==> src/design/dtq_pkg.sv <==
// Package for the deadline timer queue.
// Holds the queue sizes, the opcode codes, the result kind codes and the sequencer state type.
package dtq_pkg;

   localparam int NUM_SLOTS = 16;
   localparam int TIME_BITS = 48;

   localparam logic [1:0] OP_ARM    = 2'd0;
   localparam logic [1:0] OP_CANCEL = 2'd1;
   localparam logic [1:0] OP_TICK   = 2'd2;
   localparam logic [1:0] OP_UNUSED = 2'd3;

   localparam logic KIND_STATUS = 1'b0;
   localparam logic KIND_FIRED  = 1'b1;

   localparam int SEQ_BITS = 16;

   typedef enum logic [2:0] {
      ST_IDLE,
      ST_ARM_SCAN,
      ST_TICK_SCAN,
      ST_TICK_EMIT,
      ST_REARM,
      ST_REARM_WRITE,
      ST_STAT_SCAN,
      ST_STATUS
   } state_type;

endpackage

==> src/design/deadline_timer_queue_top.sv <==
// Deadline timer queue, top level.
// Depends on dtq_pkg for queue sizes, opcodes, result kinds and the sequencer state type.
//
// The block holds NUM_SLOTS timer slots and serves one request at a time.
// A shared compare unit visits one slot per cycle under a small sequencer, and
// req_stall stays high until the status result of the request has entered the
// output register. After it is accepted, an arm does a scan for the rearm test,
// a scan for the new earliest deadline and the status step; a cancel or an
// unused opcode does the earliest deadline scan and the status step. A tick does
// one scan per removed slot plus one that finds nothing, one step per removed
// slot to report or drop it, one scan plus a write step per repeating slot it
// re-arms plus a final empty scan, then the earliest deadline scan and the status
// step. Reporting a fired slot and the status step wait while the output register
// is held by rsp_stall. Each fired slot is reported as its own result; the status
// result carries last.
module deadline_timer_queue_top (
   input  logic                 clock,
   input  logic                 reset,
   input  logic                 req_valid,
   output logic                 req_stall,
   input  logic [1:0]           req_opcode,
   input  logic [3:0]           req_slot,
   input  logic [47:0]          req_deadline,
   input  logic                 req_repeat_req,
   input  logic [31:0]          req_period,
   input  logic                 req_rearm_request,
   input  logic [47:0]          req_now,
   output logic                 rsp_valid,
   input  logic                 rsp_stall,
   output logic                 rsp_kind,
   output logic [3:0]           rsp_fired_slot,
   output logic                 rsp_rearm,
   output logic                 rsp_next_valid,
   output logic [47:0]          rsp_next_deadline,
   output logic                 rsp_last
);
   import dtq_pkg::*;

   localparam int IDX_BITS = (NUM_SLOTS > 1) ? $clog2(NUM_SLOTS) : 1;
   localparam logic [IDX_BITS-1:0] LAST_IDX = IDX_BITS'(NUM_SLOTS - 1);
   localparam logic [TIME_BITS-1:0] TMAX = {TIME_BITS{1'b1}};

   // Slot store.
   logic [TIME_BITS-1:0] dl_mem [NUM_SLOTS];
   logic [31:0]          per_mem [NUM_SLOTS];
   logic [SEQ_BITS-1:0]  ord_mem [NUM_SLOTS];
   logic [NUM_SLOTS-1:0] rep_ff;
   logic [NUM_SLOTS-1:0] pend_ff, pend_in;
   logic [NUM_SLOTS-1:0] canc_ff, canc_in;
   logic [NUM_SLOTS-1:0] taken_ff, taken_in;
   logic [NUM_SLOTS-1:0] fired_ff, fired_in;
   logic [SEQ_BITS-1:0]  seq_ff, seq_in;

   state_type state_ff, state_in;

   // Latched request.
   logic [1:0]           op_ff;
   logic [IDX_BITS-1:0]  slot_ff;
   logic                 slot_ok_ff;
   logic [TIME_BITS-1:0] dl_ff, now_ff;
   logic                 rep_req_ff, rreq_ff;
   logic [31:0]          per_ff;
   logic [SEQ_BITS-1:0]  base_ff;

   // Scan state and result of the shared compare.
   logic [IDX_BITS-1:0]  idx_ff, idx_in;
   logic                 got_ff, got_in;
   logic [IDX_BITS-1:0]  best_ff, best_in;
   logic [TIME_BITS-1:0] bdl_ff, bdl_in;
   logic [SEQ_BITS-1:0]  bage_ff, bage_in;
   logic                 arm_rearm_ff, arm_rearm_in;

   // Output register.
   logic                 ov_ff, ov_in;
   logic                 okind_ff, okind_in;
   logic [IDX_BITS-1:0]  oslot_ff, oslot_in;
   logic                 orearm_ff, orearm_in;
   logic                 onv_ff, onv_in;
   logic [TIME_BITS-1:0] odl_ff, odl_in;
   logic                 olast_ff, olast_in;

   logic [IDX_BITS-1:0]  ci;
   logic [TIME_BITS-1:0] c_dl, c_sum;
   logic [SEQ_BITS-1:0]  c_age;
   logic                 c_before, c_due, c_first;
   logic [TIME_BITS:0]   sum_wide;
   logic                 wr_en;
   logic [IDX_BITS-1:0]  wr_idx;
   logic [TIME_BITS-1:0] wr_dl;
   logic [31:0]          wr_per;
   logic                 wr_rep;
   logic                 out_free;
   logic                 accept;

   // Ages are taken against the arm count at the start of the request, so they
   // stay put while re-arms advance the count.
   assign ci      = idx_ff;
   assign c_dl    = dl_mem[ci];
   assign c_age   = base_ff - ord_mem[ci];
   assign c_first = pend_ff[ci] && !taken_ff[ci];
   assign c_due   = c_dl <= now_ff;
   // Queue order: deadline, then older arm (scan goes up so ties keep lower slot).
   assign c_before = !got_ff || (c_dl < bdl_ff) || ((c_dl == bdl_ff) && (c_age > bage_ff));

   // Saturating re-arm time for the slot chosen for re-arm.
   assign sum_wide = {1'b0, now_ff} + {{(TIME_BITS+1-32){1'b0}}, per_mem[best_ff]};
   assign c_sum    = sum_wide[TIME_BITS] ? TMAX : sum_wide[TIME_BITS-1:0];

   assign out_free  = !ov_ff || !rsp_stall;
   assign req_stall = (state_ff != ST_IDLE);
   assign accept    = req_valid && !req_stall;

   // Sequencer next state and datapath control.
   always_comb begin
      state_in = state_ff;
      idx_in = idx_ff;
      got_in = got_ff;
      best_in = best_ff;
      bdl_in = bdl_ff;
      bage_in = bage_ff;
      arm_rearm_in = arm_rearm_ff;
      pend_in = pend_ff;
      canc_in = canc_ff;
      taken_in = taken_ff;
      fired_in = fired_ff;
      seq_in = seq_ff;
      ov_in = ov_ff && rsp_stall;
      okind_in = okind_ff;
      oslot_in = oslot_ff;
      orearm_in = orearm_ff;
      onv_in = onv_ff;
      odl_in = odl_ff;
      olast_in = olast_ff;
      wr_en = 1'b0;
      wr_idx = ci;
      wr_dl = c_sum;
      wr_per = per_mem[ci];
      wr_rep = 1'b1;
      unique case (state_ff)
         ST_IDLE: begin
            if (accept) begin
               idx_in = '0;
               got_in = 1'b0;
               taken_in = '0;
               fired_in = '0;
               arm_rearm_in = 1'b0;
               if (req_opcode == OP_ARM && {28'd0, req_slot} < NUM_SLOTS) begin
                  state_in = ST_ARM_SCAN;
               end else if (req_opcode == OP_TICK) begin
                  state_in = ST_TICK_SCAN;
               end else begin
                  if (req_opcode == OP_CANCEL && {28'd0, req_slot} < NUM_SLOTS) begin
                     canc_in[req_slot[IDX_BITS-1:0]] =
                        pend_ff[req_slot[IDX_BITS-1:0]] || canc_ff[req_slot[IDX_BITS-1:0]];
                  end
                  state_in = ST_STAT_SCAN;
               end
            end
         end
         ST_ARM_SCAN, ST_STAT_SCAN: begin
            // Minimum deadline over pending slots.
            if (pend_ff[ci] && (!got_ff || c_dl < bdl_ff)) begin
               got_in = 1'b1;
               bdl_in = c_dl;
            end
            idx_in = idx_ff + 1'b1;
            if (idx_ff == LAST_IDX) begin
               idx_in = '0;
               if (state_ff == ST_ARM_SCAN) begin
                  arm_rearm_in = rreq_ff &&
                     (!got_in || dl_ff < bdl_in);
                  wr_en = 1'b1;
                  wr_idx = slot_ff;
                  wr_dl = dl_ff;
                  wr_per = per_ff;
                  wr_rep = rep_req_ff;
                  pend_in[slot_ff] = 1'b1;
                  canc_in[slot_ff] = 1'b0;
                  seq_in = seq_ff + 1'b1;
                  got_in = 1'b0;
                  state_in = ST_STAT_SCAN;
               end else begin
                  state_in = ST_STATUS;
               end
            end
         end
         ST_TICK_SCAN: begin
            // Find the next expired slot in queue order.
            if (c_first && c_due && c_before) begin
               got_in = 1'b1;
               best_in = ci;
               bdl_in = c_dl;
               bage_in = c_age;
            end
            idx_in = idx_ff + 1'b1;
            if (idx_ff == LAST_IDX) begin
               idx_in = '0;
               state_in = got_in ? ST_TICK_EMIT : ST_REARM;
               if (!got_in) begin
                  pend_in = pend_ff & ~taken_ff;
               end
            end
         end
         ST_TICK_EMIT: begin
            if (canc_ff[best_ff]) begin
               taken_in[best_ff] = 1'b1;
               got_in = 1'b0;
               state_in = ST_TICK_SCAN;
            end else if (out_free) begin
               taken_in[best_ff] = 1'b1;
               fired_in[best_ff] = 1'b1;
               ov_in = 1'b1;
               okind_in = KIND_FIRED;
               oslot_in = best_ff;
               orearm_in = 1'b0;
               onv_in = 1'b0;
               odl_in = '0;
               olast_in = 1'b0;
               got_in = 1'b0;
               state_in = ST_TICK_SCAN;
            end
         end
         ST_REARM: begin
            // Pick the next fired repeating slot in queue order, which is the firing order.
            if (fired_ff[ci] && rep_ff[ci] && c_before) begin
               got_in = 1'b1;
               best_in = ci;
               bdl_in = c_dl;
               bage_in = c_age;
            end
            idx_in = idx_ff + 1'b1;
            if (idx_ff == LAST_IDX) begin
               idx_in = '0;
               state_in = got_in ? ST_REARM_WRITE : ST_STAT_SCAN;
            end
         end
         ST_REARM_WRITE: begin
            // Re-arm the chosen slot at the saturated now + period.
            wr_en = 1'b1;
            wr_idx = best_ff;
            wr_dl = c_sum;
            wr_per = per_mem[best_ff];
            wr_rep = 1'b1;
            pend_in[best_ff] = 1'b1;
            canc_in[best_ff] = 1'b0;
            seq_in = seq_ff + 1'b1;
            fired_in[best_ff] = 1'b0;
            got_in = 1'b0;
            idx_in = '0;
            state_in = ST_REARM;
         end
         ST_STATUS: begin
            if (out_free) begin
               ov_in = 1'b1;
               okind_in = KIND_STATUS;
               oslot_in = '0;
               onv_in = got_ff;
               odl_in = got_ff ? bdl_ff : '0;
               olast_in = 1'b1;
               if (op_ff == OP_TICK) begin
                  orearm_in = got_ff && (bdl_ff >= now_ff);
               end else if (op_ff == OP_ARM && slot_ok_ff) begin
                  orearm_in = arm_rearm_ff;
               end else begin
                  orearm_in = 1'b0;
               end
               state_in = ST_IDLE;
            end
         end
         default: state_in = ST_IDLE;
      endcase
   end

   // Control registers.
   always_ff @(posedge clock) begin
      if (reset) begin
         state_ff <= ST_IDLE;
         pend_ff <= '0;
         canc_ff <= '0;
         seq_ff <= '0;
         ov_ff <= 1'b0;
         idx_ff <= '0;
         got_ff <= 1'b0;
         taken_ff <= '0;
         fired_ff <= '0;
      end else begin
         state_ff <= state_in;
         pend_ff <= pend_in;
         canc_ff <= canc_in;
         seq_ff <= seq_in;
         ov_ff <= ov_in;
         idx_ff <= idx_in;
         got_ff <= got_in;
         taken_ff <= taken_in;
         fired_ff <= fired_in;
      end
   end

   // Payload registers and slot store writes.
   always_ff @(posedge clock) begin
      best_ff <= best_in;
      bdl_ff <= bdl_in;
      bage_ff <= bage_in;
      arm_rearm_ff <= arm_rearm_in;
      okind_ff <= okind_in;
      oslot_ff <= oslot_in;
      orearm_ff <= orearm_in;
      onv_ff <= onv_in;
      odl_ff <= odl_in;
      olast_ff <= olast_in;
      if (accept) begin
         op_ff <= req_opcode;
         slot_ff <= req_slot[IDX_BITS-1:0];
         slot_ok_ff <= ({28'd0, req_slot} < NUM_SLOTS);
         dl_ff <= req_deadline[TIME_BITS-1:0];
         now_ff <= req_now[TIME_BITS-1:0];
         rep_req_ff <= req_repeat_req;
         rreq_ff <= req_rearm_request;
         per_ff <= req_period;
         base_ff <= seq_ff;
      end
      if (wr_en) begin
         dl_mem[wr_idx] <= wr_dl;
         per_mem[wr_idx] <= wr_per;
         ord_mem[wr_idx] <= seq_ff;
         rep_ff[wr_idx] <= wr_rep;
      end
   end

   assign rsp_valid = ov_ff;
   assign rsp_kind = okind_ff;
   assign rsp_fired_slot = 4'(oslot_ff);
   assign rsp_rearm = orearm_ff;
   assign rsp_next_valid = onv_ff;
   assign rsp_next_deadline = 48'(odl_ff);
   assign rsp_last = olast_ff;

endmodule

==> config.mk <==
export PLATFORM = sky130hd
export DESIGN_NAME = deadline_timer_queue_top
export DESIGN_NICKNAME = d
export VERILOG_FILES = /design/src/design/dtq_pkg.sv /design/src/design/deadline_timer_queue_top.sv
export SDC_FILE = /design/constraint.sdc
export NUM_CORES = 2
export LEC_CHECK = 0
export BUFFER_PORTS_ARGS = -buffer_cell sky130_fd_sc_hd__clkbuf_2
export CAP_MARGIN = 25
export CORE_MARGIN = 10
export CORE_UTILIZATION = 45
export CTS_CLUSTER_DIAMETER = 200
export DETAILED_ROUTE_END_ITERATION = 12
export HOLD_SLACK_MARGIN = 0.06
export PLACE_DENSITY = 0.7
export SYNTH_ARGS = -nofsm -noshare
export SYNTH_HDL_FRONTEND = slang
export SYNTH_SLANG_ARGS = --single-unit
==> constraint.sdc <==
create_clock -name clock -period 10.2 [get_ports clock]
set_input_delay 2.04 -clock clock [delete_from_list [all_inputs] [get_ports clock]]
set_output_delay 2.04 -clock clock [all_outputs]
set_load 0.05 [all_outputs]
# After elaboration in Yosys (flattened, before gate mapping)
# Memories as Yosys holds them, arrays and structs flattened. A register that Yosys moved wholly into a read port is not among the register bits.
# Cells that the tools add are included.
# W data, S select, Z words.
[op_classes] add_sub_neg=4 n_lt_le_gt_ge=14 n_eq_ne=27 mux=136 bitwise_logic=11 reduce_logical=55
[ops] operator="$mux W48" count=12
[ops] operator="$mux W16" count=19
[ops] operator="$pmux W16 S3" count=3
[ops] operator="$pmux W48 S3" count=1
[ops] operator="$lt A48 B48 Y1" count=2
[ops] operator="$pmux W16 S2" count=3
[ops] operator="$pmux W48 S2" count=1
[ops] operator="$and A16 B16 Y16" count=4
[ops] operator="$mux W32" count=2
[ops] operator="$mux W4" count=16
[ops] operator="$or A16 B16 Y16" count=4
[ops] operator="$pmux W32 S2" count=1
[ops] operator="$add A48 B32 Y49" count=1
[ops] operator="$eq A48 B48 Y1" count=1
[ops] operator="$ge A48 B48 Y1" count=1
[ops] operator="$le A48 B48 Y1" count=1
[ops] operator="$not A16 Y16" count=3
[ops] operator="$mux W1" count=41
[ops] operator="$bwmux W16" count=2
[ops] operator="$mux W3" count=10
[ops] operator="$bmux W1 S4" count=7
[ops] operator="$ne A2 B2 Y1 const B" count=14
[ops] operator="$lt A4 B5 Y1 const B" count=5
[ops] operator="$pmux W4 S2" count=3
[ops] operator="other kinds (34)" count=90
[totals] register_bits=382 ram_bits=1536 in_bits=140 wordCells=278 mem_count=3
[mem_list] name="dl_mem" depth=16 word_bits=48 rd=1 rd_ports_with_merged_regs=1 write_ports=1 line_no="deadline_timer_queue_top.sv:44" rtl="logic [TIME_BITS-1:0] dl_mem [NUM_SLOTS];"
[mem_list] name="per_mem" depth=16 word_bits=32 rd=2 rd_ports_with_merged_regs=2 write_ports=1 line_no="deadline_timer_queue_top.sv:45" rtl="logic [31:0] per_mem [NUM_SLOTS];"
[mem_list] name="ord_mem" depth=16 word_bits=16 rd=1 rd_ports_with_merged_regs=1 write_ports=1 line_no="deadline_timer_queue_top.sv:46" rtl="logic [SEQ_BITS-1:0] ord_mem [NUM_SLOTS];"

# Longest topological paths before layout
[logic_depth] ltp_word=11 depth_mapped=25 mapped_depth_nobuf=21

# Worst setup path after synthesis
# Ideal clock, no wire load.
[synth_timing] kind="register to register" startpoint="reg with a tool-made name" endpoint="reg bdl_ff[0], enable pin" t_arrival_ns=6.819 setup_slack_ns=2.965 stages_incl_launch_ff=24 n_path_buf=4 period_less_slack_ns=7.235 cell_sequence="dfxtp_1 -> clkbuf_1 -> buf_1 -> buf_2 -> buf_2 -> mux4_2 -> mux4_2 -> inv_1 -> ha_1 -> a21o_1 -> a21oi_1 -> o21bai_1 -> a211oi_1 -> o31ai_1 -> or4_1 -> a31o_2 -> a21oi_1 -> xnor2_1 -> ha_1 -> o21a_1 -> o2111ai_1 -> o41a_1 -> o21ai_0 -> a311o_1"
[synth_rtl] item="end signal: assignment" line_no="deadline_timer_queue_top.sv:302" rtl="bdl_ff <= bdl_in;"
[synth_rtl] item="end: declaration" line_no="deadline_timer_queue_top.sv:69" rtl="logic [TIME_BITS-1:0] bdl_ff, bdl_in;"

==> qor.csv <==
stage,metric,value,unit
layout,fillers,14846,
drt,Final ANT Viol Nets,0,
layout,nets,5399,
timing,Fin Setup TNS,0,ns
layout,"Core Util, Final",51.2,%
critical_path,crit-path max FO,54,
placement,placed cells,7277,
timing,clk_skew,0.0382,ns
grt,initial antenna violation count,4,
clock_tree,CTS resizes,0,
timing,fin crit share,77.3,%
clock_tree,H-tree levels,4,
critical_path,RR Endpoint,bdl_ff[34],
layout,share of cells above drive strength 1,26.9,%
clock_tree,Worst-path clk slew,0.06,ns
drt,DR top layer,met5,
layout,"commonest cells after routing, fill and taps aside","edfxtp_1 (1829), mux4_2 (655), ha_1 (256), clkbuf_2 (197), clkbuf_16 (195)",
placement,RePlAce Congestion,0.934,
drt,Pre-Repair DR Iteration Count,6,
timing,Slew @ Worst Pin,1.22,ns
drt,met1 WL,91000,um
clock_tree,clock root cell,clkbuf_16,
timing,fin crit period,7.89,ns
timing,Fmax achieved,127,MHz
synth,Syn Nets,5113,
drt,final wirelength,236000,um
grt,vias in the first global route,48251,
power_and_ir_drop,PD cells,257,mW/mm2
synth,warnings from Yosys,0,
clock_tree,latest clock arrival within the worst-skew pair,0.86,ns
layout,final std cells w/o fill,7662,
die,Starting Density,45.4,%
power_and_ir_drop,combinational share of power,28.2,%
power_and_ir_drop,Net Sw Frac,30.9,%
drt,# DRC,0,
placement,pre-CTS WS,2.29,ns
grt,global-route wire length before repair,341000,um
grt,largest net degree at the start of global routing,98,
timing,Hold Worst Slack,0.506,ns
synth,post-synthesis sequential area ratio,66.5,%
grt,remaining global-route overflow,0,
synth,share of flip-flops with an asynchronous set or reset,0,%
die,Core Rows,159,
timing,Slew headroom,18.6,%
layout,Synth-to-Final Area Change,12.9,%
die,Core ar.,0.188,mm2
placement,# port buffers,197,
critical_path,crit end category,register,
synth,Mapped Cells,4715,
timing,RSZ-0062 raised after global routing,no,
critical_path,Reg2Reg Setup Slack,2.31,ns
power_and_ir_drop,Flop pwr share,42.8,%
synth,Synth cell types,90,
timing,Setup WS post-layout,2.31,ns
grt,total global-route track usage,22.1,%
placement,HPWL after DPL,143000,um
power_and_ir_drop,Final Total Pwr,24.9,mW
clock_tree,CTS sink count,1926,
die,DIE WIDTH,456,um
power_and_ir_drop,NetSw,7.69,mW
die,Die ar.,0.208,mm2
min_path,worst hold stages,2,
timing,Max Slew Vio Count,0,
placement,DP Area,0.0899,mm2
critical_path,CP Data Required Time,10.70,ns
critical_path,capture point of the worst path,bdl_ff[34],
power_and_ir_drop,maximum vdd drop,0.000169,V
synth,top_reg_cell synth,edfxtp_1,
critical_path,crit path DAT,8.38,ns
power_and_ir_drop,Leak,32.0,nW
critical_path,WS Path Type,reg -> reg,
drt,via/cell ratio,6.30,
drt,Routed met2 length,114000,um
clock_tree,Hold Buf Count CTS,0,
power_and_ir_drop,internal power,17.2,mW
drt,met3 wire len,19200,um
synth,number of synthesized flops with an enable pin,1829,
outcome,outcome,"finished, final reports clean",
drt,Initial DRC Count,6040,
critical_path,CP Launch Type,register,
synth,Mapped Area,0.0855,mm2
clock_tree,clock buffer depth,3,
layout,"most common cell after layout, fill and taps aside",edfxtp_1,
clock_tree,TritonCTS Buffers,193,
critical_path,r2r worst-path depth,21,
layout,Final Cell Area,0.0965,mm2
drt,via count,48268,
clock_tree,setup bufs post-CTS,0,
synth,Syn Area/Cell,18.1,um2
die,io pins,198,
job,MaxCap Viol Count,0,
power_and_ir_drop,clock share of power,29.0,%
timing,"Setup violations, final",0,
synth,"flops & latches, synth",1926,
min_path,Worst Hold Class,reg -> reg,
die,Die Height,456,um
clock_tree,CTS tree,done,
timing,Hold Fails Final Rpt,0,
drt,DR WL/cell,30.7,um
==> cell families (layout without fill, tap and decap cells) <==
family	count (synthesis)	after routing	share of synthesized area, %
DFF	1926	1926	66.5
muxes	763	763	18.6
and+or+nand+nor	708	708	3.98
AOI/OAI and AO/OA	589	589	4.52
buffers and inverters	398	849	1.88
adders and majority gates	258	258	3.79
xor gates and xnor gates	73	73	0.748
other	0	1	0
==> sequential cells by signal, summed over array words and instances (netlist names), 32 cells and up, named ones only <==
register	cells
per_mem	512
dl_ff	48
now_ff	48
rsp_next_deadline	48
per_ff	32
bdl_ff	48
dl_mem	768
ord_mem	256
==> power by group through the flow <==
stage,Combinational (mW),Clock (mW),Sequential (mW)
floorplan,4.92,0,10.6
CTS,6.94,7.30,10.6
detailed placement,6.90,0,10.8
finish,7.01,7.21,10.6
global route,7.58,7.64,10.7
global placement,6.70,0,10.8
==> synthesized netlist by cell type, types with 6 or more instances <==
cell type,n,area (um2)
ha_1,256,3200
nor2b_1,37,231
buf_2,50,250
mux4_2,655,14800
edfxtp_1,1829,54900
nand3_1,52,260
mux2_1,12,135
and2_1,8,50.1
dfxtp_1,97,1940
o21a_1,13,97.6
a21o_1,56,420
o21ai_0,90,450
o21bai_1,10,75.1
mux2i_1,54,541
buf_1,36,135
and3_1,17,106
o211ai_1,7,52.6
a2111oi_0,7,61.3
nand2_1,165,619
a21oi_1,185,926
nand2b_1,24,150
nor4_1,13,81.3
nand4_1,60,375
clkbuf_1,145,544
xnor2_1,42,368
and4_1,8,70.1
xor2_1,31,272
buf_4,6,45.0
o31ai_1,6,45.0
inv_1,155,582
nor2_1,200,751
nor3_1,97,485
a31oi_1,28,175
a22oi_1,51,383
a211oi_1,33,248
o22ai_1,22,138
mux2_2,42,473
a31o_2,17,149
==> how the worst min path moves through the flow <==
stage / startpoint / to / slack, ns
final: taken_ff[1] / taken_ff[1] / 0.51
after global routing: taken_ff[9] / taken_ff[9] / 0.53
after CTS: taken_ff[1] / taken_ff[1] / 0.50
after detailed placement: taken_ff[1] / taken_ff[1] / 0.48
after global placement: taken_ff[11] / taken_ff[11] / 0.47
after floorplan: ci[3] / best_ff[3] / 0.40
==> cell type report <==
type / instances / area [um2] / area share [%]
inverters: 157 / 589 / 0.611
repair buffers: 332 / 2230 / 2.31
clock inverters: 127 / 1360 / 1.41
flip-flops and latches: 1926 / 56900 / 58.9
clock buffers: 233 / 5070 / 5.26
well taps: 2495 / 3120 / 3.23
diodes: 1 / 2.50 / 0.00259
multi-input cells: 2391 / 27200 / 28.2
==> routing by layer <==
layer / GRT usage [%] / up-vias
met3: 3.47 / 437
met2: 35.8 / 2483
met1: 29.6 / 25289
li1: - / 20053
met5: 0 / -
met4: 9.85 / 6
==> worst max-delay path, stage by stage, from the launching register on <==
cell,delay (ns)
dfxtp_4,0.95
buf_12,0.44
mux4_2,0.57
mux4_2,0.48
inv_1,0.11
ha_1,0.27
a21o_1,0.17
a21oi_1,0.26
o21bai_1,0.13
a211oi_1,0.40
o31ai_1,0.17
or4_1,0.46
a31o_2,0.26
a21oi_1,0.16
xnor2_1,0.13
ha_1,0.31
o21a_1,0.13
o2111ai_1,0.13
o41a_1,0.45
o21ai_0,0.18
a311o_2,0.74
buf_4,0.49
No activity file was read; power rests on OpenSTA's default activity.
